<file path="src/rtl/core/fra_pkg.sv">
// Shared constants for the fraction arithmetic and reduction block.
`default_nettype none
package fra_pkg;

  localparam int OPERAND_WIDTH_DEF = 16;
  localparam int KIND_W            = 2;
  localparam int RES_NUM_W         = 33;
  localparam int RES_DEN_W         = 32;
  localparam int ERR_W             = 1;

  localparam logic [KIND_W-1:0] KIND_ADD = 2'd0;
  localparam logic [KIND_W-1:0] KIND_SUB = 2'd1;
  localparam logic [KIND_W-1:0] KIND_MUL = 2'd2;
  localparam logic [KIND_W-1:0] KIND_DIV = 2'd3;

endpackage
`default_nettype wire

</file>
<file path="src/rtl/core/fraction_arithmetic_reduce.sv">
// Fraction add/subtract/multiply/divide with reduction by the gcd of the result.
//
// One transaction carries an operation (s_tuser) and two fractions a_num/a_den and
// b_num/b_den. The block cross-multiplies through one shared W x W multiplier,
// forms the numerator and denominator in the following state (S_SUM), then finds
// their gcd with a binary gcd loop and divides both by it with a restoring divider.
// The gcd loop and the divider run on one shared subtractor, one step per cycle,
// and that subtractor sets the latency, which grows with the gcd loop and with
// V = min(2*OPERAND_WIDTH+1, 64) (33 at the default width); the block returns to
// its idle state before the next acceptance. A divide with a zero a_den, b_num
// or b_den skips the loop and returns a zero result with div_error set. Signs are
// not normalized: the denominator may come out negative. The block accepts one
// transaction at a time; a finished result sits in the output register while the
// next transaction is accepted.
`default_nettype none
module fraction_arithmetic_reduce #(
  parameter int OPERAND_WIDTH = fra_pkg::OPERAND_WIDTH_DEF,
  parameter int S_TDATA_W     = ((4 * OPERAND_WIDTH + 7) / 8) * 8
) (
  input  logic                        clk,
  input  logic                        rst,
  input  logic                        s_tvalid,
  output logic                        s_tready,
  // a_num, a_den, b_num, b_den (lowest bits first), zero padded
  input  logic [S_TDATA_W-1:0]        s_tdata,
  // kind
  input  logic [fra_pkg::KIND_W-1:0]  s_tuser,
  output logic                        m_tvalid,
  input  logic                        m_tready,
  // res_num, res_den (lowest bits first), zero padded
  output logic [((fra_pkg::RES_NUM_W + fra_pkg::RES_DEN_W + 7) / 8) * 8 - 1:0] m_tdata,
  // div_error
  output logic [fra_pkg::ERR_W-1:0]   m_tuser
);
  import fra_pkg::*;

  localparam int W         = OPERAND_WIDTH;
  localparam int PW        = 2 * W;
  localparam int VW        = (2 * W + 1 > 64) ? 64 : 2 * W + 1;
  localparam int CW        = $clog2(VW + 1);
  localparam int M_TDATA_W = ((RES_NUM_W + RES_DEN_W + 7) / 8) * 8;

  localparam logic [2:0] S_IDLE = 3'd0;
  localparam logic [2:0] S_MUL  = 3'd1;
  localparam logic [2:0] S_SUM  = 3'd2;
  localparam logic [2:0] S_GCD  = 3'd3;
  localparam logic [2:0] S_DIV  = 3'd4;
  localparam logic [2:0] S_DONE = 3'd5;

  logic [2:0]          state;
  logic [1:0]          mcnt;
  logic [KIND_W-1:0]   kind;
  logic signed [W-1:0] a_num, a_den, b_num, b_den;
  logic signed [PW-1:0] pa, pb, pd;
  logic                num_neg, den_neg, div_err, div_den;
  logic [VW-1:0]       mag_den, x, y, g, dq, rem, qn, qd;
  logic [CW-1:0]       k, cnt;

  // Multiplier operand select
  logic signed [W-1:0]  mul_a, mul_b;
  logic signed [PW-1:0] mul_p;

  always_comb begin
    unique case (mcnt)
      2'd0: begin
        mul_a = a_num;
        mul_b = (kind == KIND_MUL) ? b_num : b_den;
      end
      2'd1: begin
        mul_a = b_num;
        mul_b = a_den;
      end
      default: begin
        mul_a = a_den;
        mul_b = (kind == KIND_DIV) ? b_num : b_den;
      end
    endcase
  end

  assign mul_p = PW'(mul_a * mul_b);

  // Combine products into numerator and denominator
  logic [VW-1:0] num_v, den_v, num_mag, den_mag;
  logic          zero_op;

  always_comb begin
    unique case (kind)
      KIND_ADD: num_v = VW'(pa) + VW'(pb);
      KIND_SUB: num_v = VW'(pa) - VW'(pb);
      KIND_MUL: num_v = VW'(pa);
      KIND_DIV: num_v = VW'(pa);
      default:  num_v = VW'(pa);
    endcase
  end

  assign den_v   = VW'(pd);
  assign num_mag = num_v[VW-1] ? (~num_v + 1'b1) : num_v;
  assign den_mag = den_v[VW-1] ? (~den_v + 1'b1) : den_v;
  assign zero_op = (a_den == '0) || (b_num == '0) || (b_den == '0);

  // Shared subtractor: gcd compare/subtract and divider trial subtract
  logic [VW:0]   sub_a, sub_b;
  logic [VW+1:0] sub_d;
  logic          borrow;

  always_comb begin
    if (state == S_DIV) begin
      sub_a = {rem, dq[VW-1]};
      sub_b = {1'b0, g};
    end else begin
      sub_a = {1'b0, x};
      sub_b = {1'b0, y};
    end
  end

  assign sub_d  = {1'b0, sub_a} - {1'b0, sub_b};
  assign borrow = sub_d[VW+1];

  logic [VW-1:0] dq_next;
  assign dq_next = {dq[VW-2:0], ~borrow};

  // Signed result and output packing
  logic [VW-1:0]    sn, sd;
  logic signed [63:0] sn64, sd64;

  assign sn   = num_neg ? (~qn + 1'b1) : qn;
  assign sd   = den_neg ? (~qd + 1'b1) : qd;
  assign sn64 = 64'(signed'(sn));
  assign sd64 = 64'(signed'(sd));

  assign s_tready = (state == S_IDLE);

  always_ff @(posedge clk) begin
    if (rst) begin
      state    <= S_IDLE;
      m_tvalid <= 1'b0;
      mcnt     <= 2'd0;
    end else begin
      // Drop the output once taken, unless a new result loads it this cycle
      if (m_tvalid && m_tready && state != S_DONE) begin
        m_tvalid <= 1'b0;
      end
      unique case (state)
        S_IDLE: begin
          if (s_tvalid) begin
            kind  <= s_tuser;
            a_num <= s_tdata[W-1:0];
            a_den <= s_tdata[2*W-1:W];
            b_num <= s_tdata[3*W-1:2*W];
            b_den <= s_tdata[4*W-1:3*W];
            mcnt  <= 2'd0;
            state <= S_MUL;
          end
        end
        S_MUL: begin
          unique case (mcnt)
            2'd0:    pa <= mul_p;
            2'd1:    pb <= mul_p;
            default: pd <= mul_p;
          endcase
          mcnt <= mcnt + 2'd1;
          if (mcnt == 2'd2) begin
            mcnt  <= 2'd0;
            state <= S_SUM;
          end
        end
        S_SUM: begin
          num_neg <= num_v[VW-1];
          den_neg <= den_v[VW-1];
          mag_den <= den_mag;
          x       <= num_mag;
          y       <= den_mag;
          dq      <= num_mag;
          k       <= '0;
          if (kind == KIND_DIV && zero_op) begin
            div_err <= 1'b1;
            qn      <= '0;
            qd      <= '0;
            state   <= S_DONE;
          end else begin
            div_err <= 1'b0;
            state   <= S_GCD;
          end
        end
        S_GCD: begin
          if (x == '0 || y == '0) begin
            // Both zero: return 0/0 without dividing
            if (x == '0 && y == '0) begin
              qn    <= '0;
              qd    <= '0;
              state <= S_DONE;
            end else begin
              g       <= ((x == '0) ? y : x) << k;
              rem     <= '0;
              cnt     <= '0;
              div_den <= 1'b0;
              state   <= S_DIV;
            end
          end else if (!x[0] && !y[0]) begin
            x <= x >> 1;
            y <= y >> 1;
            k <= k + 1'b1;
          end else if (!x[0]) begin
            x <= x >> 1;
          end else if (!y[0]) begin
            y <= y >> 1;
          end else if (borrow) begin
            // Swap so the larger value sits in x
            x <= y;
            y <= x;
          end else begin
            x <= sub_d[VW-1:0];
          end
        end
        S_DIV: begin
          rem <= borrow ? sub_a[VW-1:0] : sub_d[VW-1:0];
          dq  <= dq_next;
          cnt <= cnt + 1'b1;
          if (cnt == CW'(VW - 1)) begin
            cnt <= '0;
            rem <= '0;
            if (!div_den) begin
              qn      <= dq_next;
              dq      <= mag_den;
              div_den <= 1'b1;
            end else begin
              qd    <= dq_next;
              state <= S_DONE;
            end
          end
        end
        S_DONE: begin
          // Hold until the output register is free
          if (!m_tvalid || m_tready) begin
            m_tdata  <= M_TDATA_W'({sd64[RES_DEN_W-1:0], sn64[RES_NUM_W-1:0]});
            m_tuser  <= ERR_W'(div_err);
            m_tvalid <= 1'b1;
            state    <= S_IDLE;
          end
        end
        default: state <= S_IDLE;
      endcase
    end
  end

`ifndef ASSERT_OFF
  a_busy_after_accept: assert property (@(posedge clk) disable iff (rst)
    s_tvalid && s_tready |=> !s_tready)
    else $error("block still ready after accepting a transaction");

  a_err_zero_result: assert property (@(posedge clk) disable iff (rst)
    m_tvalid && m_tuser[0] |-> m_tdata == '0)
    else $error("divide error with nonzero result");

  a_gcd_shift_bound: assert property (@(posedge clk) disable iff (rst)
    state == S_GCD |-> k < CW'(VW))
    else $error("gcd common shift count out of range");

  a_div_count_bound: assert property (@(posedge clk) disable iff (rst)
    state == S_DIV |-> cnt < CW'(VW) && g != '0)
    else $error("divider step count or divisor out of range");
`endif

endmodule
`default_nettype wire
</file>
<file path="config.mk">
export PLATFORM = sky130hd
export DESIGN_NAME = fraction_arithmetic_reduce
export DESIGN_NICKNAME = d
export VERILOG_FILES = /design/src/rtl/core/fra_pkg.sv /design/src/rtl/core/fraction_arithmetic_reduce.sv
export SDC_FILE = /design/constraint.sdc
export NUM_CORES = 2
export LEC_CHECK = 0
export BUFFER_PORTS_ARGS = -buffer_cell sky130_fd_sc_hd__buf_2
export CAP_MARGIN = 20
export CORE_MARGIN = 2
export CORE_UTILIZATION = 50
export DETAILED_ROUTE_END_ITERATION = 10
export PLACE_DENSITY = 0.69
export SLEW_MARGIN = 30
export SYNTH_ARGS = -nofsm -noshare
export SYNTH_HDL_FRONTEND = slang
export SYNTH_SLANG_ARGS = --single-unit
</file>
<file path="constraint.sdc">
create_clock -name clk -period 8.4 [get_ports clk]
set_clock_uncertainty 0.1 [all_clocks]
set_input_delay 1.68 -clock clk [delete_from_list [all_inputs] [get_ports clk]]
set_output_delay 1.68 -clock clk [all_outputs]
set_load 0.01 [all_outputs]
</file>
# Word-level counts from Yosys, hierarchy flattened
# Cells that the tools add are included.
# op_classes
n_addsub	10
mul	1
div_mod_pow	0
magnitude_cmp	0
eq_ne	27
shift	1
muxes	68
n_bitwise	8
n_reduce_logical	46
# op_table
op	count
33-bit 2-to-1 mux	26
33-bit one-hot mux with 2 select lines	4
33-bit one-hot mux with 3 select lines	2
33-bit by 1-bit adder with 33-bit output (second input constant)	3
33-bit inverter	3
32-bit 2-to-1 mux	3
32-bit one-hot mux with 3 select lines	1
33-bit zero test	2
16-bit one-hot mux with 2 select lines	2
16-bit zero test	3
34-bit by 34-bit subtractor with 35-bit output	1
34-bit 2-to-1 mux	1
32-bit by 32-bit adder with 33-bit output	1
33-bit by 6-bit left shift with 33-bit output	1
32-bit by 32-bit subtractor with 33-bit output	1
32-bit by 1-bit adder with 32-bit output (second input constant)	1
16-bit by 16-bit multiplier with 32-bit output	1
16-bit 2-to-1 mux	2
32-bit inverter	1
6-bit 2-to-1 mux	5
6-bit one-hot mux with 2 select lines	2
2-bit != test (second input constant)	11
3-bit 2-to-1 mux	7
4-bit AND reduction	5
other kinds (30)	72
# word_totals
reg_bits	513
latchBits	0
ram_bits	0
romBits	0
inputBits	70
out_inout_bits	75
wordCells	190
n_memories	0

# Longest topological paths before layout
# logic_depth
word_depth	9
mapped_depth	36
ltp_nobuf	30

# Worst setup path after synthesis
# No wires, ideal clock.
# synth_timing
path_type	reg-to-reg
startpoint	register kind[1]
endpoint	register pa[31], data pin
setup_ns	0.269
arrival_ns	8.375
required_time_ns	8.031
setup_slack_ns	-0.344
stages_incl_launch_ff	35
path_buffers	7
period_less_slack_ns	8.744
cell_sequence	edfxtp_1 clkbuf_1 buf_1 buf_1 clkbuf_1 buf_1 nand2_1 clkbuf_1 nand2_1 nand3_1 o21ai_1 clkbuf_1 nor2_1 fa_1 inv_1 fa_1 fa_1 inv_1 fa_1 fa_1 inv_1 fa_1 inv_1 ha_1 a21oi_1 o21ai_0 a21oi_1 a21boi_0 o22ai_1 or4_1 a31oi_1 o21ai_0 nand2_1 a31oi_1 xnor2_1
# synth_via
elab_chain_len	4
elab_cells_between_ends	6
cone_classes	mul: 1; eq/ne: 2; mux: 3
# synth_lines
element	line_no	rtl
start, declared	fraction_arithmetic_reduce.sv:52	logic [KIND_W-1:0] kind;
start signal, assigned	fraction_arithmetic_reduce.sv:146	kind <= s_tuser;
2-bit == test (on tied branches)	fraction_arithmetic_reduce.sv:75, fraction_arithmetic_reduce.sv:67	
16-bit 2-to-1 mux (on tied branches)	fraction_arithmetic_reduce.sv:75, fraction_arithmetic_reduce.sv:67	
16-bit one-hot mux with 2 select lines *	fraction_arithmetic_reduce.sv:64	unique case (mcnt)
16-bit by 16-bit multiplier with 32-bit output *	fraction_arithmetic_reduce.sv:80	assign mul_p = PW'(mul_a * mul_b);
named net mul_p[31]	fraction_arithmetic_reduce.sv:61	logic signed [PW-1:0] mul_p;
end signal, assigned	fraction_arithmetic_reduce.sv:157	2'd0: pa <= mul_p;
end, declared	fraction_arithmetic_reduce.sv:54	logic signed [PW-1:0] pa, pb, pd;
# The timed path passes the listed nets; every way through them passes the cells marked *.
# A chain may end at the register's enable or synchronous reset.

# Worst setup path after layout
# Same ends and word-level chain as after synthesis.

==> impl_metrics.tcl <==
set metrics [dict create \
    status "finished, final reports clean" \
    routabilityCongestion 0.9861 \
    drv_slew 0 \
    wl_per_cell_um 21.44 \
    critPathMaxFanout 16 \
    via_count 30581 \
    synth_seq_cells 513 \
    grt_pass1_vias 29892 \
    cts_num_sinks 513 \
    fin_tns_setup_ns 0 \
    cpPeakStageDelay_ns 0.56 \
    syn_inst 3988 \
    cts-buffers-inserted 56 \
    setup_viol 0 \
    synth_flop_cell "edfxtp_1" \
    criticalPathCategory "reg -> reg" \
    period_minus_slack_ns 7.846 \
    hold_viol_final 0 \
    synth-seq-area-share 0.3848 \
    rsz0062_at_grt "no" \
    drc 0 \
    worstSkewPairLatency_ns 0.64 \
    finalCritPeriodShare 0.9341 \
    synth_cell_types 87 \
    grt_most_used_layer "met2" \
    rows 103 \
    grt_use_met2 0.4270 \
    worst-slew-pin-transition_ns 0.9956 \
    worstPathArrival_ns 8.10 \
    antenna_found_initial 2 \
    maxCapViolCount 0 \
    fill_cells 6857 \
    crit_required_ns 8.66 \
    worstSetupStartpointType "flip-flop" \
    post-place-cells 5079 \
    post-route-util 0.5572 \
    synthesis.area_um2 39870 \
    cts_max_level 2 \
    port_buffers 137 \
    areaGrowthSynthToFinish_pct 10.39 \
    synth_edf_count 507 \
    max_freq_mhz 127.5 \
    drive_gt1_frac 0.1062 \
    drtIter0Drc 2633 \
    slew_headroom 0.3338 \
    nNetsFinal 4578 \
    grt_overflow_total 0 \
    yosysWarnings 0 \
    core_um2 79000 \
    cpMaxStageDelayCell "fa_1" \
    grt_max_degree 83 \
    drtAntennaViolNets 0 \
    die_h_um 286.4 \
    via_per_inst 5.900 \
    use_met1 0.3651 \
    cts.path.max_buffers 3 \
    ios 145 \
    hp-class "reg -> reg" \
    cts_tree "built" \
    cp_common_cell "fa_1" \
    grt_util_met3 0.04364 \
    postCtsSetupRepairBufs 0 \
    die_area_um2 82020 \
    syn_area_per_cell_um2 9.998 \
    cts_hold_buf 0 \
    final_cells 5183 \
    wl_um 111100 \
    grt_pass1_wl_um 171900 \
    drt-pass1-iter-count 8 \
    clockRootBuffer "clkbuf_16" \
    die_x_um 286.4 \
    hpwlAfterDp_um 86780 \
    ys_async_sr_fraction 0 \
    clkTransAtPathRegs_ns 0.06 \
    grt_usage 0.2704 \
    cp-end-kind "flip-flop" \
    cts_resized 0 \
    start_util 0.5047 \
]
-- worst max-delay path, delay by kind of cell, from the launching register on --
kind,cells,cell delay [ns]
xor+xnor,1,0.16
mux,1,0.10
fa+ha+maj,7,3.36
buf+inv,8,0.92
simple gates,5,0.90
compound gates,10,1.59
flops,1,0.47
-- sequential cells by signal, indices dropped and copies added, names as in the netlist, 33 cells and up --
signal,count
m_tdata,65
qn,33
x,33
g,33
dq,33
y,33
mag_den,33
rem,33
-- through the flow --
stage / cell area, um2 / setup WS, ns / hold WS, ns
global route: 44010 / 0.06002 / 0.3376
floorplan: 39910 / 0.0008100 / 0.3003
global placement: 41910 / 0.3611 / 0.3060
detailed placement: 41980 / 0.2273 / 0.3196
finish: 44010 / 0.5540 / 0.3327
CTS: 43970 / 0.2126 / 0.3346
-- cells by family after synthesis --
group / share of synthesized area
other cells: 0.00009405
mux: 0.06163
buf+inv: 0.05096
simple gates: 0.1457
compound gates: 0.1264
flops: 0.3848
xor+xnor: 0.04920
fa+ha+maj: 0.1812
-- placed cells by master (no fill, tap or decap), drive strengths merged, types with 48 or more instances in the layout --
cell | Yosys | routed
mux2i | 178 | 178
mux2 | 54 | 54
xnor2 | 170 | 170
fa | 264 | 264
xor2 | 54 | 54
clkbuf | 144 | 58
buf | 48 | 228
o21ai | 174 | 174
a21oi | 284 | 284
nand3 | 54 | 54
nor3 | 55 | 55
edfxtp | 507 | 507
nor2 | 360 | 360
inv | 341 | 348
nor4 | 48 | 48
and3 | 52 | 52
a211oi | 54 | 54
ha | 155 | 155
nand2 | 466 | 466
-- final cells by class --
| cell class | instances | area, um2 | share of cell area |
|---|---|---|---|
| antenna | 1 | 2.502 | 0.00005685 |
| clock buffer | 58 | 1409 | 0.03201 |
| clock inverter | 43 | 585.6 | 0.01330 |
| inverter | 342 | 1285 | 0.02919 |
| multi-input combinational | 2948 | 22650 | 0.5145 |
| sequential | 513 | 15350 | 0.3487 |
| tap | 1050 | 1314 | 0.02985 |
| timing repair buffer | 228 | 1426 | 0.03241 |
-- path summary, 6_finish.rpt --
check / startpoint / endpoint / slack, ns / cells after the start
hold reg to reg: div_err / m_tuser / 0.33 / 0
setup / recovery: kind[1] / pa[31] / 0.55 / 32
hold / removal: div_err / m_tuser / 0.33 / 0
setup reg to reg: kind[1] / pa[31] / 0.55 / 32
-- synthesized netlist by cell type, types with 44 or more instances --
cell	n	share of area
a211oi_1	54	0.010
a21oi_1	284	0.036
and3_1	52	0.0082
clkbuf_1	144	0.014
edfxtp_1	507	0.38
fa_1	264	0.13
ha_1	155	0.049
inv_1	338	0.032
mux2_2	52	0.015
mux2i_1	178	0.045
nand2_1	466	0.044
nand3_1	54	0.0068
nor2_1	358	0.034
nor2b_1	44	0.0069
nor3_1	55	0.0069
nor4_1	47	0.0074
o21ai_0	144	0.018
xnor2_1	170	0.037
xor2_1	54	0.012
-- routing by layer --
layer	wire length [um]	vias up
li1	-	14247
met5	13	-
met1	46230	14794
met2	49960	1291
met4	5712	2
met3	9200	247
Power is left out: the tool's default activity adds up to more than one toggle a clock period on the data nets, which glitch-free logic cannot reach.
